--- config.mk ---
export PLATFORM = sky130hd
export DESIGN_NAME = i2c_master_register_access
export DESIGN_NICKNAME = d
export VERILOG_FILES = /design/src/i2cm_pkg.sv /design/src/i2cm_front.sv /design/src/i2cm_engine.sv /design/src/i2c_master_register_access.sv
export SDC_FILE = /design/constraint.sdc
export NUM_CORES = 1
export LEC_CHECK = 0
export BUFFER_PORTS_ARGS = -buffer_cell sky130_fd_sc_hd__buf_2
export CAP_MARGIN = 20
export CORE_ASPECT_RATIO = 0.5
export CORE_MARGIN = 4
export CORE_UTILIZATION = 63
export CTS_BUF_LIST = sky130_fd_sc_hd__clkbuf_4 sky130_fd_sc_hd__clkbuf_8
export CTS_CLUSTER_DIAMETER = 80
export DETAILED_ROUTE_END_ITERATION = 12
export PLACE_DENSITY = 0.85
export SYNTH_ARGS = -nofsm -noshare
export SYNTH_HDL_FRONTEND = slang
export SYNTH_HIERARCHICAL = 1
export SYNTH_SLANG_ARGS = --single-unit
--- constraint.sdc ---
create_clock -name clk -period 8.04 [get_ports clk]
set_input_delay 1.206 -clock clk [delete_from_list [all_inputs] [get_ports clk]]
set_output_delay 1.206 -clock clk [all_outputs]
set_load 0.02 [all_outputs]
--- src/i2cm_pkg.sv ---
`timescale 1ns / 1ps
package i2cm_pkg;

  localparam logic [2:0] FUNC_NONE    = 3'd0;
  localparam logic [2:0] FUNC_PROBE   = 3'd1;
  localparam logic [2:0] FUNC_WRITE   = 3'd2;
  localparam logic [2:0] FUNC_READ    = 3'd3;
  localparam logic [2:0] FUNC_RECOVER = 3'd4;

  localparam logic [2:0] STS_OK        = 3'd0;
  localparam logic [2:0] STS_ADDR_NACK = 3'd1;
  localparam logic [2:0] STS_REG_NACK  = 3'd2;
  localparam logic [2:0] STS_DATA_NACK = 3'd3;
  localparam logic [2:0] STS_RADR_NACK = 3'd4;
  localparam logic [2:0] STS_BAD_LEN   = 3'd5;
  localparam logic [2:0] STS_STUCK     = 3'd6;

  typedef struct packed {
    logic       cmd_go;
    logic       bad_len;
    logic [2:0] func;
    logic [6:0] dev_addr;
    logic [7:0] reg_addr;
    logic [8:0] length;
    logic [7:0] wr_data;
    logic       wr_valid;
    logic       sda_in;
    logic       scl_in;
  } tick_t;

  typedef struct packed {
    logic       scl_pull_low;
    logic       sda_pull_low;
    logic       busy_res;
    logic       wr_request;
    logic       rd_valid;
    logic [7:0] rd_data;
    logic       done_res;
    logic [2:0] status;
  } result_t;

endpackage

--- src/i2cm_front.sv ---
`timescale 1ns / 1ps
module i2cm_front #(
  parameter int MAX_LENGTH = 256
) (
  input  logic           clk,
  input  logic           rst_n,
  input  logic           in_valid,
  output logic           in_stall,
  input  logic [2:0]     in_func,
  input  logic [6:0]     in_dev_addr,
  input  logic [7:0]     in_reg_addr,
  input  logic [8:0]     in_length,
  input  logic [7:0]     in_wr_data,
  input  logic           in_wr_valid,
  input  logic           in_sda_in,
  input  logic           in_scl_in,
  output logic           q_valid,
  output i2cm_pkg::tick_t q_item,
  input  logic           q_pop
);
  import i2cm_pkg::*;

  tick_t      slot_r [2];
  tick_t      item;
  logic       wptr_r, rptr_r;
  logic [1:0] count_r;
  logic       push;
  logic       is_xfer;

  // Classify the request before it enters the queue.
  always_comb begin
    is_xfer       = (in_func == FUNC_WRITE) || (in_func == FUNC_READ);
    item.func     = in_func;
    item.cmd_go   = (in_func == FUNC_PROBE) || (in_func == FUNC_WRITE) ||
                    (in_func == FUNC_READ) || (in_func == FUNC_RECOVER);
    item.bad_len  = is_xfer && ((in_length == 9'd0) ||
                    (32'(in_length) > 32'(MAX_LENGTH)));
    item.dev_addr = in_dev_addr;
    item.reg_addr = in_reg_addr;
    item.length   = in_length;
    item.wr_data  = in_wr_data;
    item.wr_valid = in_wr_valid;
    item.sda_in   = in_sda_in;
    item.scl_in   = in_scl_in;
  end

  assign in_stall = (count_r == 2'd2);
  assign push     = in_valid && !in_stall;
  assign q_valid  = (count_r != 2'd0);
  assign q_item   = slot_r[rptr_r];

  always_ff @(posedge clk) begin
    if (push) begin
      slot_r[wptr_r] <= item;
    end
  end

  always_ff @(posedge clk) begin
    if (!rst_n) begin
      wptr_r  <= 1'b0;
      rptr_r  <= 1'b0;
      count_r <= 2'd0;
    end else begin
      if (push) wptr_r <= ~wptr_r;
      if (q_pop) rptr_r <= ~rptr_r;
      count_r <= count_r + {1'b0, push} - {1'b0, q_pop};
    end
  end

endmodule

--- src/i2cm_engine.sv ---
`timescale 1ns / 1ps
module i2cm_engine #(
  parameter int RECOVERY_PULSES = 9
) (
  input  logic              clk,
  input  logic              rst_n,
  input  logic              step,
  input  i2cm_pkg::tick_t   item,
  input  logic [15:0]       phase_ticks,
  output i2cm_pkg::result_t res
);
  import i2cm_pkg::*;

  localparam logic [4:0] ST_IDLE   = 5'd0;
  localparam logic [4:0] ST_START1 = 5'd1;
  localparam logic [4:0] ST_SADDR  = 5'd2;
  localparam logic [4:0] ST_AADDR  = 5'd3;
  localparam logic [4:0] ST_SREG   = 5'd4;
  localparam logic [4:0] ST_AREG   = 5'd5;
  localparam logic [4:0] ST_WAITD  = 5'd6;
  localparam logic [4:0] ST_SDATA  = 5'd7;
  localparam logic [4:0] ST_ADATA  = 5'd8;
  localparam logic [4:0] ST_START2 = 5'd9;
  localparam logic [4:0] ST_SADDRR = 5'd10;
  localparam logic [4:0] ST_AADDRR = 5'd11;
  localparam logic [4:0] ST_RBIT   = 5'd12;
  localparam logic [4:0] ST_RACK   = 5'd13;
  localparam logic [4:0] ST_STOP   = 5'd14;
  localparam logic [4:0] ST_RCHK   = 5'd15;
  localparam logic [4:0] ST_RPULSE = 5'd16;

  logic [4:0]  stage_r, stage_nxt;
  logic [1:0]  slot_r, slot_nxt;
  logic [15:0] timer_r, timer_nxt;
  logic [3:0]  bit_r, bit_nxt;
  logic [8:0]  byte_r, byte_nxt;
  logic [7:0]  shift_r, shift_nxt;
  logic [6:0]  dev_r, dev_nxt;
  logic [7:0]  reg_r, reg_nxt;
  logic [8:0]  len_r, len_nxt;
  logic [2:0]  cmd_r, cmd_nxt;
  logic [3:0]  pulse_r, pulse_nxt;
  logic [15:0] ticks;
  logic [1:0]  slot_cnt;
  logic        is_send, is_ack, nack;

  always_comb begin
    stage_nxt = stage_r;  slot_nxt = slot_r;  timer_nxt = timer_r;
    bit_nxt   = bit_r;    byte_nxt = byte_r;  shift_nxt = shift_r;
    dev_nxt   = dev_r;    reg_nxt  = reg_r;   len_nxt   = len_r;
    cmd_nxt   = cmd_r;    pulse_nxt = pulse_r;
    res       = '0;
    ticks     = (phase_ticks == 16'd0) ? 16'd1 : phase_ticks;
    slot_cnt  = 2'd3;
    is_send   = 1'b0;
    is_ack    = 1'b0;
    nack      = 1'b0;

    if (stage_r == ST_IDLE && item.cmd_go) begin
      if (item.bad_len) begin
        res.done_res = 1'b1;
        res.status   = STS_BAD_LEN;
      end else begin
        cmd_nxt   = item.func;
        dev_nxt   = item.dev_addr;
        reg_nxt   = item.reg_addr;
        len_nxt   = item.length;
        bit_nxt   = 4'd0;
        byte_nxt  = 9'd0;
        pulse_nxt = 4'd0;
        shift_nxt = 8'd0;
        stage_nxt = (item.func == FUNC_RECOVER) ? ST_RCHK : ST_START1;
        slot_nxt  = 2'd0;
        timer_nxt = 16'd0;
      end
    end

    if (stage_nxt != ST_IDLE) begin
      is_send = (stage_nxt == ST_SADDR) || (stage_nxt == ST_SREG) ||
                (stage_nxt == ST_SDATA) || (stage_nxt == ST_SADDRR);
      is_ack  = (stage_nxt == ST_AADDR) || (stage_nxt == ST_AREG) ||
                (stage_nxt == ST_ADATA) || (stage_nxt == ST_AADDRR);
      if (stage_nxt == ST_RCHK) slot_cnt = 2'd1;
      else if (stage_nxt == ST_RPULSE) slot_cnt = 2'd2;

      // Pin levels come from the slot that runs on this tick.
      if (stage_nxt == ST_START1 || stage_nxt == ST_START2) begin
        res.sda_pull_low = (slot_nxt >= 2'd1);
        res.scl_pull_low = (slot_nxt == 2'd2);
      end else if (stage_nxt == ST_STOP) begin
        res.sda_pull_low = (slot_nxt <= 2'd1);
        res.scl_pull_low = (slot_nxt == 2'd0);
      end else if (stage_nxt == ST_RCHK) begin
        res.scl_pull_low = 1'b0;
      end else if (stage_nxt == ST_RPULSE) begin
        res.scl_pull_low = (slot_nxt == 2'd0);
      end else if (stage_nxt == ST_WAITD) begin
        res.scl_pull_low = 1'b1;
      end else begin
        res.scl_pull_low = (slot_nxt != 2'd1);
        if (is_send) res.sda_pull_low = !shift_nxt[7];
        else if (stage_nxt == ST_RACK)
          res.sda_pull_low = ({1'b0, byte_nxt} + 10'd1) < {1'b0, len_nxt};
      end

      if (stage_nxt == ST_WAITD) begin
        res.wr_request = 1'b1;
        if (item.wr_valid) begin
          shift_nxt = item.wr_data;
          bit_nxt   = 4'd0;
          stage_nxt = ST_SDATA;
          slot_nxt  = 2'd0;
          timer_nxt = 16'd0;
        end
      end else if (({1'b0, timer_nxt} + 17'd1) < {1'b0, ticks}) begin
        timer_nxt = timer_nxt + 16'd1;
      end else begin
        timer_nxt = 16'd0;
        if (slot_nxt == 2'd1 && is_ack) bit_nxt = {3'd0, item.sda_in};
        if (slot_nxt == 2'd1 && stage_nxt == ST_RBIT)
          shift_nxt = {shift_nxt[6:0], item.sda_in};
        if ((slot_nxt + 2'd1) < slot_cnt) begin
          slot_nxt = slot_nxt + 2'd1;
        end else if (is_send) begin
          shift_nxt = {shift_nxt[6:0], 1'b0};
          bit_nxt   = bit_nxt + 4'd1;
          slot_nxt  = 2'd0;
          if (bit_nxt >= 4'd8) begin
            bit_nxt   = 4'd0;
            stage_nxt = stage_nxt + 5'd1;
          end
        end else if (is_ack) begin
          nack     = (bit_nxt != 4'd0);
          bit_nxt  = 4'd0;
          slot_nxt = 2'd0;
          if (stage_nxt == ST_AADDR) begin
            if (nack) begin
              shift_nxt = {5'd0, STS_ADDR_NACK};
              stage_nxt = ST_STOP;
            end else if (cmd_nxt == FUNC_PROBE) begin
              shift_nxt = {5'd0, STS_OK};
              stage_nxt = ST_STOP;
            end else begin
              shift_nxt = reg_nxt;
              stage_nxt = ST_SREG;
            end
          end else if (stage_nxt == ST_AREG) begin
            if (nack) begin
              shift_nxt = {5'd0, STS_REG_NACK};
              stage_nxt = ST_STOP;
            end else if (cmd_nxt == FUNC_WRITE) begin
              byte_nxt  = 9'd0;
              stage_nxt = ST_WAITD;
            end else begin
              stage_nxt = ST_START2;
            end
          end else if (stage_nxt == ST_ADATA) begin
            if (nack) begin
              shift_nxt = {5'd0, STS_DATA_NACK};
              stage_nxt = ST_STOP;
            end else begin
              byte_nxt = byte_nxt + 9'd1;
              if (byte_nxt >= len_nxt) begin
                shift_nxt = {5'd0, STS_OK};
                stage_nxt = ST_STOP;
              end else begin
                stage_nxt = ST_WAITD;
              end
            end
          end else begin
            if (nack) begin
              shift_nxt = {5'd0, STS_RADR_NACK};
              stage_nxt = ST_STOP;
            end else begin
              byte_nxt  = 9'd0;
              shift_nxt = 8'd0;
              stage_nxt = ST_RBIT;
            end
          end
        end else begin
          slot_nxt = 2'd0;
          case (stage_nxt)
            ST_START1: begin
              shift_nxt = {dev_nxt, 1'b0};
              bit_nxt   = 4'd0;
              stage_nxt = ST_SADDR;
            end
            ST_START2: begin
              shift_nxt = {dev_nxt, 1'b1};
              bit_nxt   = 4'd0;
              stage_nxt = ST_SADDRR;
            end
            ST_RBIT: begin
              bit_nxt = bit_nxt + 4'd1;
              if (bit_nxt >= 4'd8) begin
                bit_nxt      = 4'd0;
                res.rd_valid = 1'b1;
                res.rd_data  = shift_nxt;
                stage_nxt    = ST_RACK;
              end
            end
            ST_RACK: begin
              byte_nxt = byte_nxt + 9'd1;
              if (byte_nxt >= len_nxt) begin
                shift_nxt = {5'd0, STS_OK};
                stage_nxt = ST_STOP;
              end else begin
                shift_nxt = 8'd0;
                bit_nxt   = 4'd0;
                stage_nxt = ST_RBIT;
              end
            end
            ST_STOP: begin
              res.done_res = 1'b1;
              if (cmd_nxt == FUNC_RECOVER)
                res.status = (item.sda_in && item.scl_in) ? STS_OK : STS_STUCK;
              else
                res.status = shift_nxt[2:0];
              stage_nxt = ST_IDLE;
            end
            ST_RCHK: begin
              if (item.sda_in) begin
                res.done_res = 1'b1;
                res.status   = STS_OK;
                stage_nxt    = ST_IDLE;
              end else begin
                pulse_nxt = 4'd0;
                stage_nxt = ST_RPULSE;
              end
            end
            ST_RPULSE: begin
              pulse_nxt = pulse_nxt + 4'd1;
              if (item.sda_in || (pulse_nxt >= 4'(RECOVERY_PULSES))) begin
                shift_nxt = {5'd0, STS_OK};
                stage_nxt = ST_STOP;
              end
            end
            default: begin
              stage_nxt = ST_IDLE;
            end
          endcase
        end
      end
    end
    res.busy_res = (stage_nxt != ST_IDLE);
  end

  always_ff @(posedge clk) begin
    if (!rst_n) begin
      stage_r <= ST_IDLE;
      slot_r  <= 2'd0;
      timer_r <= 16'd0;
      bit_r   <= 4'd0;
      byte_r  <= 9'd0;
      shift_r <= 8'd0;
      dev_r   <= 7'd0;
      reg_r   <= 8'd0;
      len_r   <= 9'd0;
      cmd_r   <= 3'd0;
      pulse_r <= 4'd0;
    end else if (step) begin
      stage_r <= stage_nxt;
      slot_r  <= slot_nxt;
      timer_r <= timer_nxt;
      bit_r   <= bit_nxt;
      byte_r  <= byte_nxt;
      shift_r <= shift_nxt;
      dev_r   <= dev_nxt;
      reg_r   <= reg_nxt;
      len_r   <= len_nxt;
      cmd_r   <= cmd_nxt;
      pulse_r <= pulse_nxt;
    end
  end

endmodule

--- src/i2c_master_register_access.sv ---
`timescale 1ns / 1ps
// Channel   Direction  Handshake          Payload
// in_       request    in_valid/in_stall  func, addresses, length, write byte, line levels
// out_      result     out_valid/out_stall pin pulls, busy, request, read byte, done, status
// cfg_      write      cfg_we             phase_ticks
//
// One tick request yields one result; a new request is taken every cycle unless a stalled output fills the queue.
// A request is held in the two-entry queue, and the bus sequencer steps
// on it as it is popped; its result is registered in res_r and offered from there.
// Synchronous reset returns the sequencer to idle and phase_ticks to 100.
// A stalled output holds its result; the queue then fills and raises in_stall.
module i2c_master_register_access #(
  parameter int MAX_LENGTH      = 256,
  parameter int RECOVERY_PULSES = 9
) (
  input  logic        clk,
  input  logic        rst_n,
  input  logic        in_valid,
  output logic        in_stall,
  input  logic [2:0]  in_func,
  input  logic [6:0]  in_dev_addr,
  input  logic [7:0]  in_reg_addr,
  input  logic [8:0]  in_length,
  input  logic [7:0]  in_wr_data,
  input  logic        in_wr_valid,
  input  logic        in_sda_in,
  input  logic        in_scl_in,
  output logic        out_valid,
  input  logic        out_stall,
  output logic        out_scl_pull_low,
  output logic        out_sda_pull_low,
  output logic        out_busy_res,
  output logic        out_wr_request,
  output logic        out_rd_valid,
  output logic [7:0]  out_rd_data,
  output logic        out_done_res,
  output logic [2:0]  out_status,
  input  logic        cfg_we,
  input  logic [15:0] cfg_data
);
  import i2cm_pkg::*;

  logic        q_valid, q_pop;
  tick_t       q_item;
  result_t     res, res_r;
  logic        out_valid_r;
  logic [15:0] phase_r;

  i2cm_front #(.MAX_LENGTH(MAX_LENGTH)) u_front (
    .clk(clk), .rst_n(rst_n),
    .in_valid(in_valid), .in_stall(in_stall),
    .in_func(in_func), .in_dev_addr(in_dev_addr), .in_reg_addr(in_reg_addr),
    .in_length(in_length), .in_wr_data(in_wr_data), .in_wr_valid(in_wr_valid),
    .in_sda_in(in_sda_in), .in_scl_in(in_scl_in),
    .q_valid(q_valid), .q_item(q_item), .q_pop(q_pop)
  );

  i2cm_engine #(.RECOVERY_PULSES(RECOVERY_PULSES)) u_engine (
    .clk(clk), .rst_n(rst_n), .step(q_pop), .item(q_item),
    .phase_ticks(phase_r), .res(res)
  );

  assign q_pop = q_valid && (!out_valid_r || !out_stall);

  always_ff @(posedge clk) begin
    if (!rst_n) begin
      phase_r     <= 16'd100;
      out_valid_r <= 1'b0;
    end else begin
      if (cfg_we) phase_r <= cfg_data;
      if (q_pop) out_valid_r <= 1'b1;
      else if (!out_stall) out_valid_r <= 1'b0;
    end
  end

  always_ff @(posedge clk) begin
    if (q_pop) res_r <= res;
  end

  assign out_valid        = out_valid_r;
  assign out_scl_pull_low = res_r.scl_pull_low;
  assign out_sda_pull_low = res_r.sda_pull_low;
  assign out_busy_res     = res_r.busy_res;
  assign out_wr_request   = res_r.wr_request;
  assign out_rd_valid     = res_r.rd_valid;
  assign out_rd_data      = res_r.rd_data;
  assign out_done_res     = res_r.done_res;
  assign out_status       = res_r.status;

endmodule

==> results.txt, run 1 <==
The flow ran to the end, and the final reports show no timing, DRC or antenna violations. The total via count after detailed routing is 9778. The worst setup path is captured at a register. Across the run, the number of max-cap violations was 0.

The total setup violations reported at the end of the flow is 0. The number of instances resized during post-cts repair is 0. The synthesized instance count is 1160. The required arrival time at the worst endpoint came out at 8280 ps. The path with the worst hold slack has its endpoint at u_engine/dev_r[6]. The critical path in this run is classified as register to register. At the end of routability-driven placement, the weighted congestion stood at 1.019. For this run, the leading register cell type out of synthesis is edfxtp_1. The final total negative setup slack is 0 ps. The worst-case register-to-register setup slack came out at 1410 ps.

Clock-pin slew was measured on the worst setup and hold paths at 110 ps. The cell leakage power is 0.004710 uW. The buffers inserted during post-CTS setup optimization came out at 0. The later pin in the worst-skew pair is clocked with a latency of 490 ps. After detailed routing, the total wire length is 33.70 mm. The number of global-route vias before repair is 9329. On the final layout, the worst clock skew is 16.74 ps. The initial antenna violation count came out at 0.

The clock tree root buffer cell is clkbuf_8. The highest achievable clock rate came out at 0.1507 GHz. The DRC violation total after the first TritonRoute iteration came out at 1233. The number of buffers inserted by port buffering is 77. The remaining antenna violation count after routing is 0.

Synthesis instantiated 86 different standard cells from the library. The floorplan die area is 0.01994 mm^2. The highest ir drop seen on vdd came out at 0.2248 mV. The remaining routing DRC violations came out at 0. The peak fanout along the critical path came out at 9. In this run the power density over the cells is 283.8 mW/mm^2. The average via count per standard cell came out at 6.748. The sequential element share of the synthesized area came out at 43.72%.

Counting cells, the worst reg-to-reg path comes to 22. The count of clock tree sinks is 194. The height of the chip came out at 101.9 um. Summed over all nets, the half-perimeter wirelength after detailed placement is 24.03 mm. The fill cell total of the finished layout is 1183. The worst min-delay path category is register to register.

The average routed wire per standard cell came out at 23.25 um. Buffers inserted to repair hold after CTS numbered 0. The area overhead of the layout relative to synthesis is 8.576%. The first global-routing pass estimated 52.47 mm of wire. The first detailed-routing pass ran for 6 iterations. The I/O pin total came out at 78. The cell depth of the worst hold path came out at 2. The final standard cell utilization of the core is 71.74%.

The startpoint identified for the worst hold timing path is u_engine/dev_r[6]. The final clock period utilization by the worst path came out at 82.51%. The flip-flop and latch count after synthesis came out at 194. The share of layout cells above drive strength 1 came out at 17.10%. The most common library cell in the layout ignoring fill and taps is nand2_1. Counting the buffers created by CTS gives 17. The library cells used most frequently in the layout, excluding fill and tap cells, are nand2_1, edfxtp_1, dfxtp_1.

The initial utilization of the core area, before any placement, comes to 66.07%. The number of max-slew violations in the final report came out at 0. The remaining global-route overflow is 0. The warning count from the yosys run is 6. The repair_antennas step left the layout with diodes totalling 0. The final net count came out at 1313.

TritonCTS built the clock tree. The placeable core region came out at 0.01680 mm^2. Counting along the longest clock path gives a buffer depth of 2. The net count after synthesis came out at 1264.

The placement row count came out at 33. Global routing used 33.90% of the available tracks. The number of hold-slack violations in the final timing report is 0. Setup repair after global routing left no endpoint under its margin. The worst setup path is launched from a register.

The number of synthesized flops with an enable pin came out at 97. The post-synthesis instance area came out at 0.01110 mm^2. The worst path needs 6634 ps of the cycle, external delays included.

The horizontal die dimension is 195.7 um. The worst slew margin relative to its limit is 23.73%. The post-layout total power came out at 3422 uW.

The share of synthesized registers carrying an async set or reset came out at 0%. The arrival time at the worst endpoint is 6870 ps. At the pin with the least slew margin, the transition time is 1128 ps. The average instance area after synthesis is 9.572 um^2. Entering global routing, the biggest net connects 57 pins. The endpoint identified for the worst register-to-register timing path is out_busy_res. The deepest level of the CTS H-tree is 4.
## state kept, by name, indices dropped and copies added, names as in the netlist, 2 cells and up, named ones only
| name | cells |
|---|---|
| out_status | 3 |
| u_front/count_r | 2 |
| u_engine/timer_r | 16 |
| u_engine/shift_r | 8 |
| u_engine/dev_r | 7 |
| u_engine/stage_r | 5 |
| phase_r | 16 |
| u_engine/bit_r | 4 |
| u_engine/byte_r | 9 |
| u_engine/reg_r | 8 |
| u_engine/cmd_r | 3 |
| u_engine/len_r | 9 |
| out_rd_data | 8 |
| u_front/slot_r | 80 |
| u_engine/pulse_r | 4 |
| u_engine/slot_r | 2 |
## cells by family (layout without fill, tap and decap cells)
kind of cell / after synthesis / after routing / share of synthesized area [%]
AOI/OAI and AO/OA: 292 / 292 / 18.15
xor gates and xnor gates: 30 / 30 / 2.367
adders and majority gates: 45 / 45 / 5.071
buffers and inverters: 110 / 172 / 4.237
DFF: 194 / 194 / 43.72
muxes: 86 / 86 / 8.237
and+or+nand+nor: 403 / 403 / 18.21
## synthesized netlist by cell type (all sizes together), types with 7 or more instances
master / count / area [um^2]
nor2: 91 / 357.8
o211ai: 15 / 112.6
o31ai: 7 / 71.32
clkbuf: 47 / 176.4
and3: 17 / 107.6
a31oi: 12 / 90.09
nand2: 132 / 503.0
a21o: 14 / 105.1
edfxtp: 97 / 2913
xor2: 15 / 131.4
or3: 10 / 67.56
o22ai: 7 / 43.79
o21ai: 53 / 265.3
o21a: 9 / 67.56
a22oi: 19 / 142.6
ha: 45 / 563.0
nand3: 46 / 235.2
nand4: 14 / 87.58
buf: 19 / 128.9
nor3: 15 / 95.09
a31o: 10 / 96.35
nor2b: 18 / 112.6
a211oi: 15 / 112.6
dfxtp: 97 / 1942
xnor2: 15 / 131.4
mux2: 43 / 484.2
inv: 43 / 161.4
mux2i: 43 / 430.4
nor4: 9 / 56.30
a21oi: 69 / 345.3
and2: 15 / 93.84
## critical path: stages (launching register included)
cell and delay [ps]:
dfxtp_2 410, mux2_2 420, or3_1 520, nor3_1 240, buf_4 180, nor2_1 100, inv_1 130, ha_1 150
buf_4 160, nor4b_1 550, o31a_1 390, a21o_1 360, nand2_1 150, a31oi_1 340, ha_1 290, nor4b_1 260
a221oi_1 180, or4_1 740, a211oi_1 300, o21a_1 180, o211ai_1 90, nand3_1 140, nand4_1 100
## cell type report
| class | count | area, um^2 | area share (%) |
|---|---|---|---|
| multi-input combinational | 856 | 5797 | 48.09 |
| inverter | 44 | 165.2 | 1.370 |
| tap | 227 | 284.0 | 2.356 |
| timing repair buffer | 96 | 531.8 | 4.411 |
| sequential | 194 | 4856 | 40.28 |
| clock buffer | 17 | 234.0 | 1.941 |
| clock inverter | 15 | 187.7 | 1.557 |
## per-stage QoR
| step | hold slack (ps) | cells | worst slack, ps | cell area [um^2] |
|---|---|---|---|---|
| finish | 463.6 | 1449 | 1406 | 12060 |
| global route | 487.4 | 1449 | 897.9 | 12060 |
| CTS | 463.7 | 1449 | 1580 | 12060 |
| detailed placement | 447.4 | 1417 | 1600 | 11630 |
| global placement | 440.8 | 1416 | 1799 | 11620 |
| floorplan | 435.7 | 1160 | 2024 | 11100 |
## routing by layer
layer | vias up | wire [um] | global-route usage (%)
met2 | 616 | 14440 | 51.80
met3 | 95 | 4174 | 9.914
li1 | 4403 | - | -
met4 | 0 | 922 | 11.05
met1 | 4664 | 14160 | 47.10
met5 | - | 0 | 0
## worst max path at each step
| stage | end | start | depth (start not counted) | slack (ps) |
|---|---|---|---|---|
| 3_5_place_dp | out_busy_res | register | 22 | 1600 |
| 6_report | out_busy_res | register | 22 | 1410 |
| 2_1_floorplan | out_busy_res | register | 24 | 2020 |
| 4_1_cts | out_busy_res | register | 22 | 1580 |
| 3_3_place_gp | out_busy_res | register | 22 | 1800 |
| 5_1_grt | out_busy_res | register | 22 | 900 |
## power by group
group	switching (uW)	internal, uW	total, uW
registers	82.7	1230	1310
logic	1010	448	1460
clock network	416	241	657
No activity file was read; power rests on OpenSTA's default activity.
==> inputs of run 2 (changes only) <==
--- a/config.mk
+++ b/config.mk
@@ -9,11 +9,11 @@
 export CAP_MARGIN = 20
 export CORE_ASPECT_RATIO = 0.5
 export CORE_MARGIN = 4
-export CORE_UTILIZATION = 63
+export CORE_UTILIZATION = 57
 export CTS_BUF_LIST = sky130_fd_sc_hd__clkbuf_4 sky130_fd_sc_hd__clkbuf_8
 export CTS_CLUSTER_DIAMETER = 80
 export DETAILED_ROUTE_END_ITERATION = 12
-export PLACE_DENSITY = 0.85
+export PLACE_DENSITY = 0.81
 export SYNTH_ARGS = -nofsm -noshare
 export SYNTH_HDL_FRONTEND = slang
 export SYNTH_HIERARCHICAL = 1
==> constraint.sdc (replaced) <==
create_clock -name clk -period 5.5 [get_ports clk]
set_input_delay 0.825 -clock clk [delete_from_list [all_inputs] [get_ports clk]]
set_output_delay 0.825 -clock clk [all_outputs]
set_load 0.02 [all_outputs]
==> results.txt, run 2 (synthesized netlist as in run 1, its figures left out) <==
TritonCTS built the clock tree. The layer with the highest usage after global routing is met1. The I/O pin total is 78. The worst slew margin relative to its limit came out at 18.54%. The deepest level of the CTS H-tree came out at 4. The largest registers in the layout are u_front/slot_r: 80 flops, phase_r: 16 flops, u_engine/timer_r: 16 flops.

The cell leakage power is 0.004846 uW. The total setup violations reported at the end of the flow came out at 0. The worst setup path is captured at a register.

The highest ir drop seen on vdd is 0.2813 mV. The average via count per standard cell came out at 6.369. From bottom edge to top edge, the die measures 106.7 um. The number of global-route vias before repair came out at 9111.

The number of max-slew violations in the final report came out at 0. Data arrives at the worst endpoint at 5640 ps. The flip-flop count of the largest register after layout is 80. The total power density per cell area is 412.4 mW/mm^2. Leaving out fill and tap cells, the most frequent cell in the layout is nand2_1. By startpoint and endpoint, the worst setup path is classified as register to register. The number of hold-slack violations in the final timing report was 0. The library cells used most frequently in the layout, excluding fill and tap cells, are nand2_1, edfxtp_1, dfxtp_1.

The largest net degree at the start of global routing came out at 56. The net count of the finished layout is 1335. The root buffer cell chosen for the clock tree is clkbuf_8. The area taken by multi-input logic gates is 0.005852 mm^2. The insertion delay to the later sink of the worst-skew pair is 500 ps. Of the total power, the clock network draws 19.5%. The number of detailed-route iterations in the first pass came out at 6. The initial antenna violation count came out at 0. The fill cell total of the finished layout is 1512. The total routing usage reported by global routing came out at 30.77%. The register with the most flip-flops in the final layout is u_front/slot_r. The area of all placed cells without fillers came out at 0.01232 mm^2.

The placement row count came out at 35. The horizontal die dimension came out at 205.4 um. The type of origin of the critical path is a register.

The footprint of the flip-flops and latches is 0.004856 mm^2. For met1 alone, demand over resource in global routing was 46.04%. The switching power is 2152 uW.

Across all register-to-register paths, the minimum setup slack is 300 ps. After layout, the worst path uses 94.51% of the clock period. Setup slack on the critical path of the routed design comes to 301.7 ps. Once detailed placement completed, the half-perimeter wirelength came to 24.58 mm.

Before CTS, the worst setup slack after placement is 155.0 ps. The routed design has 33.38 mm of wire. The peak fanout along the critical path came out at 11.

The tightest hold margin is 460.6 ps. The first routing iteration left 1277 violations. The last weighted congestion value of the routability-driven placer came out at 1.019.

The final critical-path required period came out at 5198 ps. The total via count after detailed routing is 9572. The slew at the pin closest to its max-slew limit is 1217 ps. The met2 layer usage reported by global route is 45.04%. The count of antenna diodes in the layout came out at 0. The met3 capacity usage during global routing came out at 6.951%. The area overhead of the layout relative to synthesis is 10.94%.

The run finished with clean final reports. The floorplan die area came out at 0.02191 mm^2. STA puts the critical path data required time at 5940 ps. The total cell area at the placement stage is 0.01187 mm^2.

The remaining global-route overflow came out at 0. Combinational logic is responsible for 43.0% of the overall power. Max-cap violations in this run came to 0. The design internal power came out at 2928 uW.

The post-layout total power is 5080 uW. The placeable core region is 0.01874 mm^2. The setup skew after layout came out at 14.88 ps.

The count of clock tree sinks is 194. Of the total power, the share spent switching nets is 42.36%. The final standard cell utilization of the core is 65.72%. The min-delay analysis places its worst path in the category register to register. The number of buffers inserted by port buffering is 77.

Of the cells placed in the final design, the portion with a size suffix greater than 1 is 19.05%. The remaining routing DRC violations is 0. The number of buffers inserted during clock tree synthesis is 17. Registers are responsible for 37.5% of the overall power. The starting density of the core is 59.24%. After clock tree synthesis, the clock-pin slew on the worst setup and hold paths is 100 ps. The remaining antenna violation count after routing came out at 0.

The buffer depth of the longest clock path is 2. After detailed routing, the average wire length per cell comes to 22.21 um. The first global-routing pass estimated 52.05 mm of wire. The highest achievable clock rate is 0.1924 GHz.
-- run 2: final timing paths --
check	cells past startpoint	end	start
hold reg to reg	2	u_engine/reg_r[4]	u_engine/reg_r[4]
setup reg to reg	19	u_engine/shift_r[0]	register
hold / removal	2	u_engine/reg_r[4]	u_engine/reg_r[4]
setup / recovery	19	u_engine/shift_r[0]	register
-- run 2: power groups by stage --
stage	logic, uW	clock network, uW	registers, uW
finish	2180	993	1900
global route	2330	1080	1930
CTS	2120	1010	1900
detailed placement	2110	0	1930
global placement	2070	0	1920
floorplan	1320	0	1980
-- run 2: through the flow --
stage,cells,setup TNS (ps)
detailed placement,1471,0
global placement,1470,0
finish,1503,0
global route,1503,-30.63
CTS,1503,0
floorplan,1160,0
-- run 2: metal layers --
metal	share of wire (%)	up-vias
met3	10	64
met4	2.1	0
li1	-	4436
met5	0	-
met1	45	4570
met2	42	502
-- run 2: worst max-delay path, stage by stage, from the launching register on --
cell	delay, ps
dfxtp_2	410
mux2_2	420
nor3_1	320
nand2_1	310
buf_4	300
nand2_1	140
inv_1	130
ha_1	310
nand3_1	200
xor2_1	190
nor2_1	60
ha_1	340
a21oi_1	150
o21a_1	210
o31a_1	170
nand2_1	280
o2111ai_1	350
nand3_1	180
a2111oi_0	530
o21a_1	160
-- run 2: repair_timing --
| item | 4_1_cts | 5_1_grt |
|---|---|---|
| hold buffers | 0 | 0 |
| resized for setup | 0 | 5 |
| buffers inserted | 0 | 0 |
| endpoints found under the setup margin | 0 | 26 |
-- run 2: layout make-up --
cell class,instances,area share [%]
Sequential cell,194,39.42
Inverter,44,1.341
Clock inverter,15,1.574
Multi-Input combinational cell,856,47.51
Clock buffer,17,1.899
Timing Repair Buffer,118,5.627
Tap cell,259,2.631
